File: src/design/crf_pkg.sv
// shared types and codes for the coalescing request queue
package crf_pkg;

   localparam int DEPTH_DEFAULT = 16;

   localparam int CONN_W    = 8;
   localparam int DEV_W     = 8;
   localparam int STAMP_W   = 32;
   localparam int PAYLOAD_W = 64;
   localparam int COUNT_W   = 5;

   // command codes
   localparam logic [1:0] CMD_PUSH  = 2'd0;
   localparam logic [1:0] CMD_POP   = 2'd1;
   localparam logic [1:0] CMD_FLUSH = 2'd2;
   localparam logic [1:0] CMD_INVAL = 2'd3;

   // one queued request as held in the entry memory
   typedef struct packed {
      logic [CONN_W-1:0]    conn;
      logic [DEV_W-1:0]     dev;
      logic [STAMP_W-1:0]   stamp;
      logic [PAYLOAD_W-1:0] payload;
   } entry_type;

   // one response transaction
   typedef struct packed {
      logic                 pop_valid;
      logic [CONN_W-1:0]    out_connection;
      logic [DEV_W-1:0]     out_device;
      logic [STAMP_W-1:0]   out_stamp;
      logic [PAYLOAD_W-1:0] out_payload;
      logic [COUNT_W-1:0]   entry_count;
      logic                 full_flag;
      logic                 merged_flag;
   } rsp_type;

endpackage

File: src/design/coalescing_request_fifo.sv
// Coalescing request queue. Requests are held in a single-port-read entry
// memory with a registered read port; one request transaction is taken at a
// time and yields exactly one response transaction. A push or invalidate
// scans the held entries oldest first, one entry per cycle through the
// memory read port: a push that misses appends after the scan, a push that
// merges stops on the matching entry. The output register lets the next
// request be accepted while a response still waits on rsp_stall.
module coalescing_request_fifo #(
   parameter int DEPTH = crf_pkg::DEPTH_DEFAULT
) (
   input  logic                                 clock,
   input  logic                                 reset,
   input  logic                                 req_valid,
   output logic                                 req_stall,
   input  logic [1:0]                           req_command,
   input  logic [crf_pkg::CONN_W-1:0]           req_connection_id,
   input  logic [crf_pkg::DEV_W-1:0]            req_device_address,
   input  logic [crf_pkg::STAMP_W-1:0]          req_stamp,
   input  logic [crf_pkg::PAYLOAD_W-1:0]        req_payload,
   output logic                                 rsp_valid,
   input  logic                                 rsp_stall,
   output logic                                 rsp_pop_valid,
   output logic [crf_pkg::CONN_W-1:0]           rsp_out_connection,
   output logic [crf_pkg::DEV_W-1:0]            rsp_out_device,
   output logic [crf_pkg::STAMP_W-1:0]          rsp_out_stamp,
   output logic [crf_pkg::PAYLOAD_W-1:0]        rsp_out_payload,
   output logic [crf_pkg::COUNT_W-1:0]          rsp_entry_count,
   output logic                                 rsp_full_flag,
   output logic                                 rsp_merged_flag
);

   localparam int AW = $clog2(DEPTH);

   logic                busy;
   logic                res_valid;
   crf_pkg::rsp_type    res;
   logic                res_take;
   logic                wr_en;
   logic [AW-1:0]       wr_addr;
   crf_pkg::entry_type  wr_data;
   logic [AW-1:0]       rd_addr;
   crf_pkg::entry_type  rd_data;

   logic                rsp_valid_ff, rsp_valid_in;
   crf_pkg::rsp_type    rsp_ff;

   crf_ctrl #(
      .DEPTH(DEPTH)
   ) u_ctrl (
      .clock              (clock),
      .reset              (reset),
      .req_valid          (req_valid),
      .req_command        (req_command),
      .req_connection_id  (req_connection_id),
      .req_device_address (req_device_address),
      .req_stamp          (req_stamp),
      .req_payload        (req_payload),
      .busy               (busy),
      .res_valid          (res_valid),
      .res                (res),
      .res_take           (res_take),
      .wr_en              (wr_en),
      .wr_addr            (wr_addr),
      .wr_data            (wr_data),
      .rd_addr            (rd_addr),
      .rd_data            (rd_data)
   );

   crf_entry_ram #(
      .DEPTH(DEPTH)
   ) u_ram (
      .clock   (clock),
      .wr_en   (wr_en),
      .wr_addr (wr_addr),
      .wr_data (wr_data),
      .rd_addr (rd_addr),
      .rd_data (rd_data)
   );

   assign req_stall = busy;

   // output register loads when empty or being drained this cycle
   assign res_take     = res_valid && (!rsp_valid_ff || !rsp_stall);
   assign rsp_valid_in = res_take || (rsp_valid_ff && rsp_stall);

   always_ff @(posedge clock) begin
      if (reset) begin
         rsp_valid_ff <= 1'b0;
      end else begin
         rsp_valid_ff <= rsp_valid_in;
      end
   end

   always_ff @(posedge clock) begin
      if (res_take) begin
         rsp_ff <= res;
      end
   end

   assign rsp_valid          = rsp_valid_ff;
   assign rsp_pop_valid      = rsp_ff.pop_valid;
   assign rsp_out_connection = rsp_ff.out_connection;
   assign rsp_out_device     = rsp_ff.out_device;
   assign rsp_out_stamp      = rsp_ff.out_stamp;
   assign rsp_out_payload    = rsp_ff.out_payload;
   assign rsp_entry_count    = rsp_ff.entry_count;
   assign rsp_full_flag      = rsp_ff.full_flag;
   assign rsp_merged_flag    = rsp_ff.merged_flag;

endmodule

File: src/design/crf_entry_ram.sv
// entry memory: one write port, one registered read port
module crf_entry_ram #(
   parameter int DEPTH = crf_pkg::DEPTH_DEFAULT,
   localparam int AW = $clog2(DEPTH)
) (
   input  logic                clock,
   input  logic                wr_en,
   input  logic [AW-1:0]       wr_addr,
   input  crf_pkg::entry_type  wr_data,
   input  logic [AW-1:0]       rd_addr,
   output crf_pkg::entry_type  rd_data
);

   crf_pkg::entry_type mem [DEPTH];
   crf_pkg::entry_type rd_data_ff;

   always_ff @(posedge clock) begin
      if (wr_en) begin
         mem[wr_addr] <= wr_data;
      end
   end

   always_ff @(posedge clock) begin
      rd_data_ff <= mem[rd_addr];
   end

   assign rd_data = rd_data_ff;

endmodule

File: src/design/crf_ctrl.sv
// command sequencer: pointers, occupancy and the read-modify-write scan
module crf_ctrl #(
   parameter int DEPTH = crf_pkg::DEPTH_DEFAULT,
   localparam int AW = $clog2(DEPTH),
   localparam int CW = $clog2(DEPTH + 1)
) (
   input  logic                            clock,
   input  logic                            reset,
   input  logic                            req_valid,
   input  logic [1:0]                      req_command,
   input  logic [crf_pkg::CONN_W-1:0]      req_connection_id,
   input  logic [crf_pkg::DEV_W-1:0]       req_device_address,
   input  logic [crf_pkg::STAMP_W-1:0]     req_stamp,
   input  logic [crf_pkg::PAYLOAD_W-1:0]   req_payload,
   output logic                            busy,
   output logic                            res_valid,
   output crf_pkg::rsp_type                res,
   input  logic                            res_take,
   output logic                            wr_en,
   output logic [AW-1:0]                   wr_addr,
   output crf_pkg::entry_type              wr_data,
   output logic [AW-1:0]                   rd_addr,
   input  crf_pkg::entry_type              rd_data
);

   localparam logic [2:0] ST_IDLE   = 3'd0;
   localparam logic [2:0] ST_SCAN   = 3'd1;
   localparam logic [2:0] ST_APPEND = 3'd2;
   localparam logic [2:0] ST_POPRD  = 3'd3;
   localparam logic [2:0] ST_DONE   = 3'd4;

   logic [2:0]          state_ff, state_in;
   logic [1:0]          cmd_ff, cmd_in;
   crf_pkg::entry_type  ent_ff, ent_in;
   logic [AW-1:0]       head_ff, head_in;
   logic [AW-1:0]       tail_ff, tail_in;
   logic [CW-1:0]       occ_ff, occ_in;
   logic [AW-1:0]       sidx_ff, sidx_in;
   logic [CW-1:0]       scnt_ff, scnt_in;
   crf_pkg::rsp_type    res_ff, res_in;

   logic                hit_conn;
   logic                hit;
   logic                last;
   logic [CW+4:0]       occ_wide;

   function automatic logic [AW-1:0] next_slot(input logic [AW-1:0] p);
      return (p == AW'(DEPTH - 1)) ? '0 : p + 1'b1;
   endfunction

   assign hit_conn = (rd_data.conn == ent_ff.conn);
   assign hit      = hit_conn && (rd_data.dev == ent_ff.dev);
   assign last     = ((scnt_ff + 1'b1) == occ_ff);

   always_comb begin
      state_in = state_ff;
      cmd_in   = cmd_ff;
      ent_in   = ent_ff;
      head_in  = head_ff;
      tail_in  = tail_ff;
      occ_in   = occ_ff;
      sidx_in  = sidx_ff;
      scnt_in  = scnt_ff;
      res_in   = res_ff;
      wr_en    = 1'b0;
      wr_addr  = sidx_ff;
      wr_data  = ent_ff;
      rd_addr  = head_ff;
      case (state_ff)
         ST_IDLE: begin
            if (req_valid) begin
               cmd_in         = req_command;
               ent_in.conn    = req_connection_id;
               ent_in.dev     = req_device_address;
               ent_in.stamp   = req_stamp;
               ent_in.payload = req_payload;
               sidx_in        = head_ff;
               scnt_in        = '0;
               res_in         = '0;
               case (req_command)
                  crf_pkg::CMD_PUSH: begin
                     state_in = (occ_ff == '0) ? ST_APPEND : ST_SCAN;
                  end
                  crf_pkg::CMD_POP: begin
                     state_in = (occ_ff == '0) ? ST_DONE : ST_POPRD;
                  end
                  crf_pkg::CMD_FLUSH: begin
                     head_in  = '0;
                     tail_in  = '0;
                     occ_in   = '0;
                     state_in = ST_DONE;
                  end
                  default: begin
                     state_in = (occ_ff == '0) ? ST_DONE : ST_SCAN;
                  end
               endcase
            end
         end
         ST_SCAN: begin
            // read data belongs to sidx_ff; next entry is fetched meanwhile
            rd_addr = next_slot(sidx_ff);
            sidx_in = next_slot(sidx_ff);
            scnt_in = scnt_ff + 1'b1;
            if (cmd_ff == crf_pkg::CMD_PUSH) begin
               if (hit) begin
                  wr_en              = 1'b1;
                  res_in.merged_flag = 1'b1;
                  state_in           = ST_DONE;
               end else if (last) begin
                  state_in = ST_APPEND;
               end
            end else begin
               if (hit_conn) begin
                  wr_en         = 1'b1;
                  wr_data       = rd_data;
                  wr_data.conn  = '0;
                  wr_data.stamp = '0;
               end
               if (last) begin
                  state_in = ST_DONE;
               end
            end
         end
         ST_APPEND: begin
            wr_en   = 1'b1;
            wr_addr = tail_ff;
            tail_in = next_slot(tail_ff);
            if (occ_ff < CW'(DEPTH)) begin
               occ_in = occ_ff + 1'b1;
            end else begin
               // full queue: oldest entry is overwritten
               head_in = next_slot(head_ff);
            end
            state_in = ST_DONE;
         end
         ST_POPRD: begin
            res_in.pop_valid      = 1'b1;
            res_in.out_connection = rd_data.conn;
            res_in.out_device     = rd_data.dev;
            res_in.out_stamp      = rd_data.stamp;
            res_in.out_payload    = rd_data.payload;
            head_in               = next_slot(head_ff);
            occ_in                = occ_ff - 1'b1;
            state_in              = ST_DONE;
         end
         ST_DONE: begin
            if (res_take) begin
               state_in = ST_IDLE;
            end
         end
         default: begin
            state_in = ST_IDLE;
         end
      endcase
   end

   always_ff @(posedge clock) begin
      if (reset) begin
         state_ff <= ST_IDLE;
         head_ff  <= '0;
         tail_ff  <= '0;
         occ_ff   <= '0;
      end else begin
         state_ff <= state_in;
         head_ff  <= head_in;
         tail_ff  <= tail_in;
         occ_ff   <= occ_in;
      end
   end

   always_ff @(posedge clock) begin
      cmd_ff  <= cmd_in;
      ent_ff  <= ent_in;
      sidx_ff <= sidx_in;
      scnt_ff <= scnt_in;
      res_ff  <= res_in;
   end

   assign occ_wide = {5'b0, occ_ff};

   always_comb begin
      res             = res_ff;
      res.entry_count = occ_wide[4:0];
      res.full_flag   = (occ_ff == CW'(DEPTH));
   end

   assign busy      = (state_ff != ST_IDLE);
   assign res_valid = (state_ff == ST_DONE);

`ifndef SYNTH
   a_occ_bound: assert property (@(posedge clock) disable iff (reset)
      occ_ff <= CW'(DEPTH))
      else $error("occupancy exceeds depth");

   a_ptr_empty: assert property (@(posedge clock) disable iff (reset)
      (occ_ff == '0) |-> (head_ff == tail_ff))
      else $error("empty queue with head and tail apart");

   a_scan_rw: assert property (@(posedge clock) disable iff (reset)
      (state_ff == ST_SCAN && wr_en) |-> (rd_addr != wr_addr))
      else $error("scan reads the entry it writes");

   a_flush: assert property (@(posedge clock) disable iff (reset)
      (state_ff == ST_IDLE && req_valid && req_command == crf_pkg::CMD_FLUSH)
      |=> (occ_ff == '0 && state_ff == ST_DONE))
      else $error("flush did not empty the queue");

   a_merge_excl: assert property (@(posedge clock) disable iff (reset)
      res_valid |-> !(res.merged_flag && res.pop_valid))
      else $error("merged and pop reported together");
`endif

endmodule
File: config.mk
export PLATFORM = sky130hd
export DESIGN_NAME = coalescing_request_fifo
export DESIGN_NICKNAME = d
export VERILOG_FILES = /design/src/design/crf_pkg.sv /design/src/design/coalescing_request_fifo.sv /design/src/design/crf_entry_ram.sv /design/src/design/crf_ctrl.sv
export SDC_FILE = /design/constraint.sdc
export NUM_CORES = 2
export LEC_CHECK = 0
export CAP_MARGIN = 0
export CORE_ASPECT_RATIO = 1.25
export CORE_UTILIZATION = 40
export DETAILED_ROUTE_END_ITERATION = 8
export DONT_BUFFER_PORTS = 1
export HOLD_SLACK_MARGIN = 0.06
export SYNTH_ARGS = -nofsm -noshare
export SYNTH_HDL_FRONTEND = slang
export SYNTH_SLANG_ARGS = --single-unit
File: constraint.sdc
create_clock -name clock -period 9 [get_ports clock]
set_clock_uncertainty 0.1 [all_clocks]
set_input_delay 0.45 -clock clock [delete_from_list [all_inputs] [get_ports clock]]
set_output_delay 0.45 -clock clock [all_outputs]
set_load 0.005 [all_outputs]
## After elaboration in Yosys (flattened, before gate mapping)

Memories as Yosys holds them, arrays and structs flattened. A register that Yosys moved wholly into a read port is not among the register bits.
Index checks and enable logic that the tools add are counted.

- Flip-flop bits (word level): 374
- Bits in writable memories: 1792
- Memories kept: 1

- Add/sub/neg operators: 6
- Magnitude comparators: 1
- Eq/ne operators: 22
- Multiplexer cells: 43
- Reductions and logical operators: 25

Memories:

| name | depth | width | read ports | clocked after memory_dff | write ports | line | source |
|---|---|---|---|---|---|---|---|
| u_ram.mem | 16 | 112 | 1 | 1 | 1 | crf_entry_ram.sv:14 | `crf_pkg::entry_type mem [DEPTH];` |

Operators by type and width:

| operator | number |
|---|---|
| 112-bit two-way mux | 3 |
| 113-bit case mux with 2 select lines | 1 |
| 120-bit two-way mux | 1 |
| 4-bit two-way mux | 9 |
| 3-bit two-way mux | 8 |
| 5-bit two-way mux | 4 |
| 8-bit equality test | 2 |
| 4-bit case mux with 2 select lines | 2 |
| 4-bit AND reduction | 4 |
| 5-bit case mux with 3 select lines | 1 |
| 4-bit by 1-bit adder with 4-bit output, second input constant | 3 |
| 4-bit equality test, second input constant | 3 |
| 3-bit case mux with 4 select lines | 1 |
| 4-bit case mux with 3 select lines | 1 |
| 5-bit by 1-bit adder with 5-bit output, second input constant | 2 |
| 5-bit case mux with 2 select lines | 1 |
| 3-bit case mux with 3 select lines | 1 |
| 2-bit by 1-bit != test with 1-bit output, second input constant | 4 |
| 1-bit two-way mux | 7 |
| 3-bit by 2-bit equality test with 1-bit output, second input constant | 2 |
| 2-bit != test, second input constant | 3 |
| 3-bit by 1-bit != test with 1-bit output, second input constant | 2 |
| 2-bit AND reduction | 3 |
| 2-bit nonzero test | 3 |
| 19 further kinds | 26 |

## Depth between registers and ports, before layout

- Word-level depth: 7
- Gate-level depth with buffers: 12
- Depth with buffers taken out: 10

## Hierarchy

A second synthesis with hierarchy kept.

- Cells, all modules: 3680
- Area, all modules: 83390.0 µm²

By module, submodules not included:

| module | instances | cells each | area an instance (µm²) | sequential area each (µm²) |
|---|---|---|---|---|
| crf_entry_ram | 1 | 2864 | 69170.1 | 56053.8 |
| crf_ctrl | 1 | 692 | 10580.1 | 7437.1 |
| coalescing_request_fifo | 1 | 124 | 3639.7 | 3623.5 |

## Worst setup path after synthesis

OpenSTA, ideal clock, no wires.

- Kind: reg2reg
- From: register u_ctrl.state_ff[2]
- To: register rsp_ff, in the netlist rsp_entry_count[0] (enable)
- Arrival: 6.477 ns
- Required time: 8.262 ns
- Setup slack: 1.785 ns
- Stages on the path, launching flop included: 4
- Path buffers: 1
- Cells stage by stage: dfxtp_1 -> clkbuf_1 -> nand2_1 -> a21oi_1

- Longest elaborated chain between the ends: 2

RTL lines:

| what | line | source |
|---|---|---|
| from (decl) | crf_ctrl.sv:32 | `logic [2:0] state_ff, state_in;` |
| from (signal assigned) | crf_ctrl.sv:164 | `state_ff <= state_in;` |
| 3-bit equality test | crf_ctrl.sv:188 | `assign res_valid = (state_ff == ST_DONE);` |
| 1-bit logical AND | coalescing_request_fifo.sv:83 | `assign res_take = res_valid && (!rsp_valid_ff \|\| !rsp_stall);` |
| via res_take | coalescing_request_fifo.sv:37 | `logic res_take;` |
| to (signal assigned) | coalescing_request_fifo.sv:96 | `rsp_ff <= res;` |
| to (decl) | coalescing_request_fifo.sv:45 | `crf_pkg::rsp_type rsp_ff;` |

The timed path passes the listed nets, and every way through them passes these cells.
A chain may end at the register's enable or synchronous reset.

## Worst setup path in the final report

- From: register u_ctrl.state_ff[0]
- To: register, netlist name u_ram.rd_data[104]

- Longest elaborated chain between the ends: 2

RTL lines:

| what | line | source |
|---|---|---|
| 3-bit by 1-bit equality test with 1-bit output | crf_ctrl.sv:69 | `case (state_ff)` |
| 4-bit two-way mux | crf_ctrl.sv:69 |  |

No other way between the ends.

==> metrics.yaml <==
clock_network:
  cts-resized-gates: 0
  clockRootBuffer: "clkbuf_16"
  clock-sinks: 2278
  clockBufferDepth: 3
  cts_setup_buffers: 0
  cts.clk_slew.worst_paths_ns: 0.07
  cts-hold-fix-buffers: 177
  cts_buffers: 218
  cts_tree: "built"
  cts_max_level: 4
  clkLatencyLatePin_ns: 0.87
timing:
  tns_ns: 0
  hold_slack_ns: 0.135
  worst_slew_pin_slew_ns: 1.24
  period_share: 0.618
  final_hold_viol_count: 0
  clock.fmax_mhz: 180
  setup_viol: 0
  layout_min_cycle_time_ns: 5.56
  maxSlewViolCount: 0
  slew_headroom: 0.173
  fin_ws_ns: 3.44
  rsz0062_at_grt: "no"
global_routing:
  grt_overflow: 0
  grt_max_degree: 164
  grt_pass1_vias: 45900
  grt_pass1_wl_um: 311000
  grt.total_usage: 0.196
  antenna_found_initial: 13
route:
  drtIter0Drc: 4339
  drtPass1Iterations: 7
  wirelength_um: 214000
  avgViaCountPerCell: 5.50
  ant_nets: 0
  num_vias: 45500
  post_drt_wl_per_cell_um: 25.9
  drc: 0
die:
  die_area_um2: 215000
  boundaryPins: 240
  dieWidth_um: 414
  core-area_um2: 211000
  dieHeight_um: 518
  initial_core_util: 0.404
  rows: 188
min_path:
  hp-class: "in2reg"
  worstHoldPathCells: 1
worst_setup_path:
  crit_arrival_ns: 6.22
  crit_fanout: 97
  path_common_cell: "buf_4"
  critPathMaxStageDelay_ns: 0.98
  critPathCaptureType: "flip-flop"
  slowest_stage: "nor2_4"
  worstRegToRegCells: 10
  worstPathRequired_ns: 9.65
  criticalPathCategory: "reg2reg"
  start_kind: "flip-flop"
  path_cells: "or3b_1 > inv_2 > mux2i_4 > buf_4 > inv_8 > nor2_4 > buf_4 > a31oi_1 > nand3_1 > o21ai_1"
placed_design:
  portBuffers: 0
  routabilityCongestion: 0.774
  dp_cells: 7691
  pre_cts_ws_ns: 3.42
  place_hpwl_um: 105000
  place_area_um2: 88100
synthesis:
  syn_area_um2: 85100
  avgSynthCellArea_um2: 16.5
  async_flop_share: 0
  ys_warn_count: 0
  syn-num-nets: 5289
  synth_top_flop_cell: "edfxtp_1"
  synth_seq_cells: 2278
  seq_area_frac_synth: 0.789
  synth_edf_count: 2149
  yosysUniqueCellTypes: 55
  syn_inst: 5163
finish:
  final_layout_size_suffix_gt1_frac: 0.123
  final_cells: 8279
  final_core_utilization: 0.462
  syn_to_final_growth_pct: 14.4
  fin_area_um2: 97300
  nFillCells: 17800
  nNetsFinal: 5459
job:
  maxCapViolations: 0
pwr:
  power_leakage_nw: 32.9
  p_total_mw: 30.0
  ir_drop_uv: 363
  p_per_area_nw_per_um2: 308
run_status:
  status: "finished, final reports clean"
worst max-delay path: cells and delay by family, from the launching register on:
kind,cells,cell delay [ns]
flip-flops,1,0.97
AO/OA/AOI/OAI,2,0.26
multiplexers,1,0.27
buffers and inverters,4,1.93
AND/OR/NAND/NOR,3,1.66
final timing paths:
kind                          to  slack [ns]                from
min            u_ctrl.ent_ff[54]        0.13     req_payload[54]
max reg2reg   u_ram.rd_data[104]        3.44  u_ctrl.state_ff[0]
min reg2reg  rsp_out_payload[29]        0.29      u_ctrl.res[36]
max           u_ram.rd_data[104]        3.44  u_ctrl.state_ff[0]
flip-flops by register name (all words and copies together), names as in the netlist, 5 cells and up:
name	count
rsp_out_connection	8
u_ram.rd_data	112
u_ctrl.res	114
u_ctrl.scnt_ff	5
u_ram.mem	1792
rsp_out_stamp	32
rsp_entry_count	5
rsp_out_device	8
u_ctrl.occ_ff	5
rsp_out_payload	64
u_ctrl.ent_ff	112
cells in the final DEF, fill, tap and decap left out, types with 6 or more instances in the layout:
| master | n |
|---|---|
| bufinv_16 | 24 |
| inv_1 | 9 |
| clkinv_2 | 56 |
| a22oi_1 | 35 |
| mux4_2 | 136 |
| a21oi_1 | 93 |
| dfxtp_1 | 128 |
| clkinv_4 | 6 |
| inv_6 | 10 |
| edfxtp_1 | 2149 |
| buf_4 | 62 |
| mux2i_1 | 160 |
| clkbuf_8 | 20 |
| a32oi_1 | 78 |
| xor2_1 | 22 |
| nor2b_1 | 42 |
| clkbuf_1 | 35 |
| a31oi_1 | 44 |
| nand2_1 | 945 |
| clkinvlp_4 | 9 |
| and3_1 | 116 |
| ha_1 | 7 |
| o21ai_0 | 26 |
| nor2_4 | 23 |
| nor2_1 | 21 |
| buf_12 | 18 |
| nand2b_1 | 7 |
| clkbuf_16 | 219 |
| clkinv_1 | 19 |
| clkinv_16 | 6 |
| o21ai_1 | 60 |
| dlygate4sd3_1 | 177 |
| a221o_1 | 40 |
| nand4_1 | 44 |
| mux2_2 | 72 |
| xnor2_1 | 8 |
| nand3_1 | 537 |
kinds of logic (layout without fill, tap and decap cells):
logic type / Yosys count / count (layout) / share of synthesized area
flip-flops: 2278 / 2278 / 0.789
AND/OR/NAND/NOR: 1761 / 1761 / 0.0926
AO/OA/AOI/OAI: 394 / 394 / 0.0315
multiplexers: 370 / 370 / 0.0648
buffers and inverters: 321 / 679 / 0.0175
XOR/XNOR: 31 / 31 / 0.00335
adder cells (fa/ha/maj): 8 / 8 / 0.00126
other: 0 / 3 / 0
where the power goes:
part	internal, mW	switching [mW]	leakage, nW
combinational	2.05	4.42	8.61
clock	5.36	4.09	3.65
sequential	13.4	0.670	20.6
total	20.8	9.18	32.9
cells in the mapped netlist (5+ instances only):
library cell	number	area [µm²]
a221o_1	40	400
ha_1	7	87.6
mux4_2	136	3060
nor2_1	42	158
nor3_1	5	25.0
o21ai_1	60	300
buf_6	6	67.6
nand4_1	44	275
mux2i_1	160	1600
and3_1	116	726
buf_1	12	45.0
nand2_1	946	3550
a21oi_1	94	470
nor2b_1	43	269
a32oi_1	78	683
xor2_1	22	193
nor4_1	5	31.3
dfxtp_1	129	2580
buf_4	19	143
mux2_2	72	811
nand2b_1	7	43.8
o21ai_0	26	130
clkbuf_1	138	518
xnor2_1	8	70.1
buf_2	132	661
a31oi_1	45	282
inv_1	10	37.5
a22oi_1	35	263
edfxtp_1	2149	64500
nand3_1	537	2690
and2_1	5	31.3
cell type report:
type                            count  area [µm²]  area share
Antenna cell                        3        7.51   0.0000771
Clock buffer                      274        5890      0.0605
Clock inverter                    134        1540      0.0158
Inverter                           14        72.6    0.000745
Multi-Input combinational cell   2564       16700       0.171
Sequential cell                  2278       67100       0.689
Tap cell                         2755        3450      0.0354
Timing Repair Buffer              257        2600      0.0267
layer usage:
layer,global-route usage,share of wire
met1,0.256,0.41
met2,0.342,0.51
met3,0.0258,0.053
met4,0.0545,0.023
met5,0,0
Power figures use the tool's default switching activity.
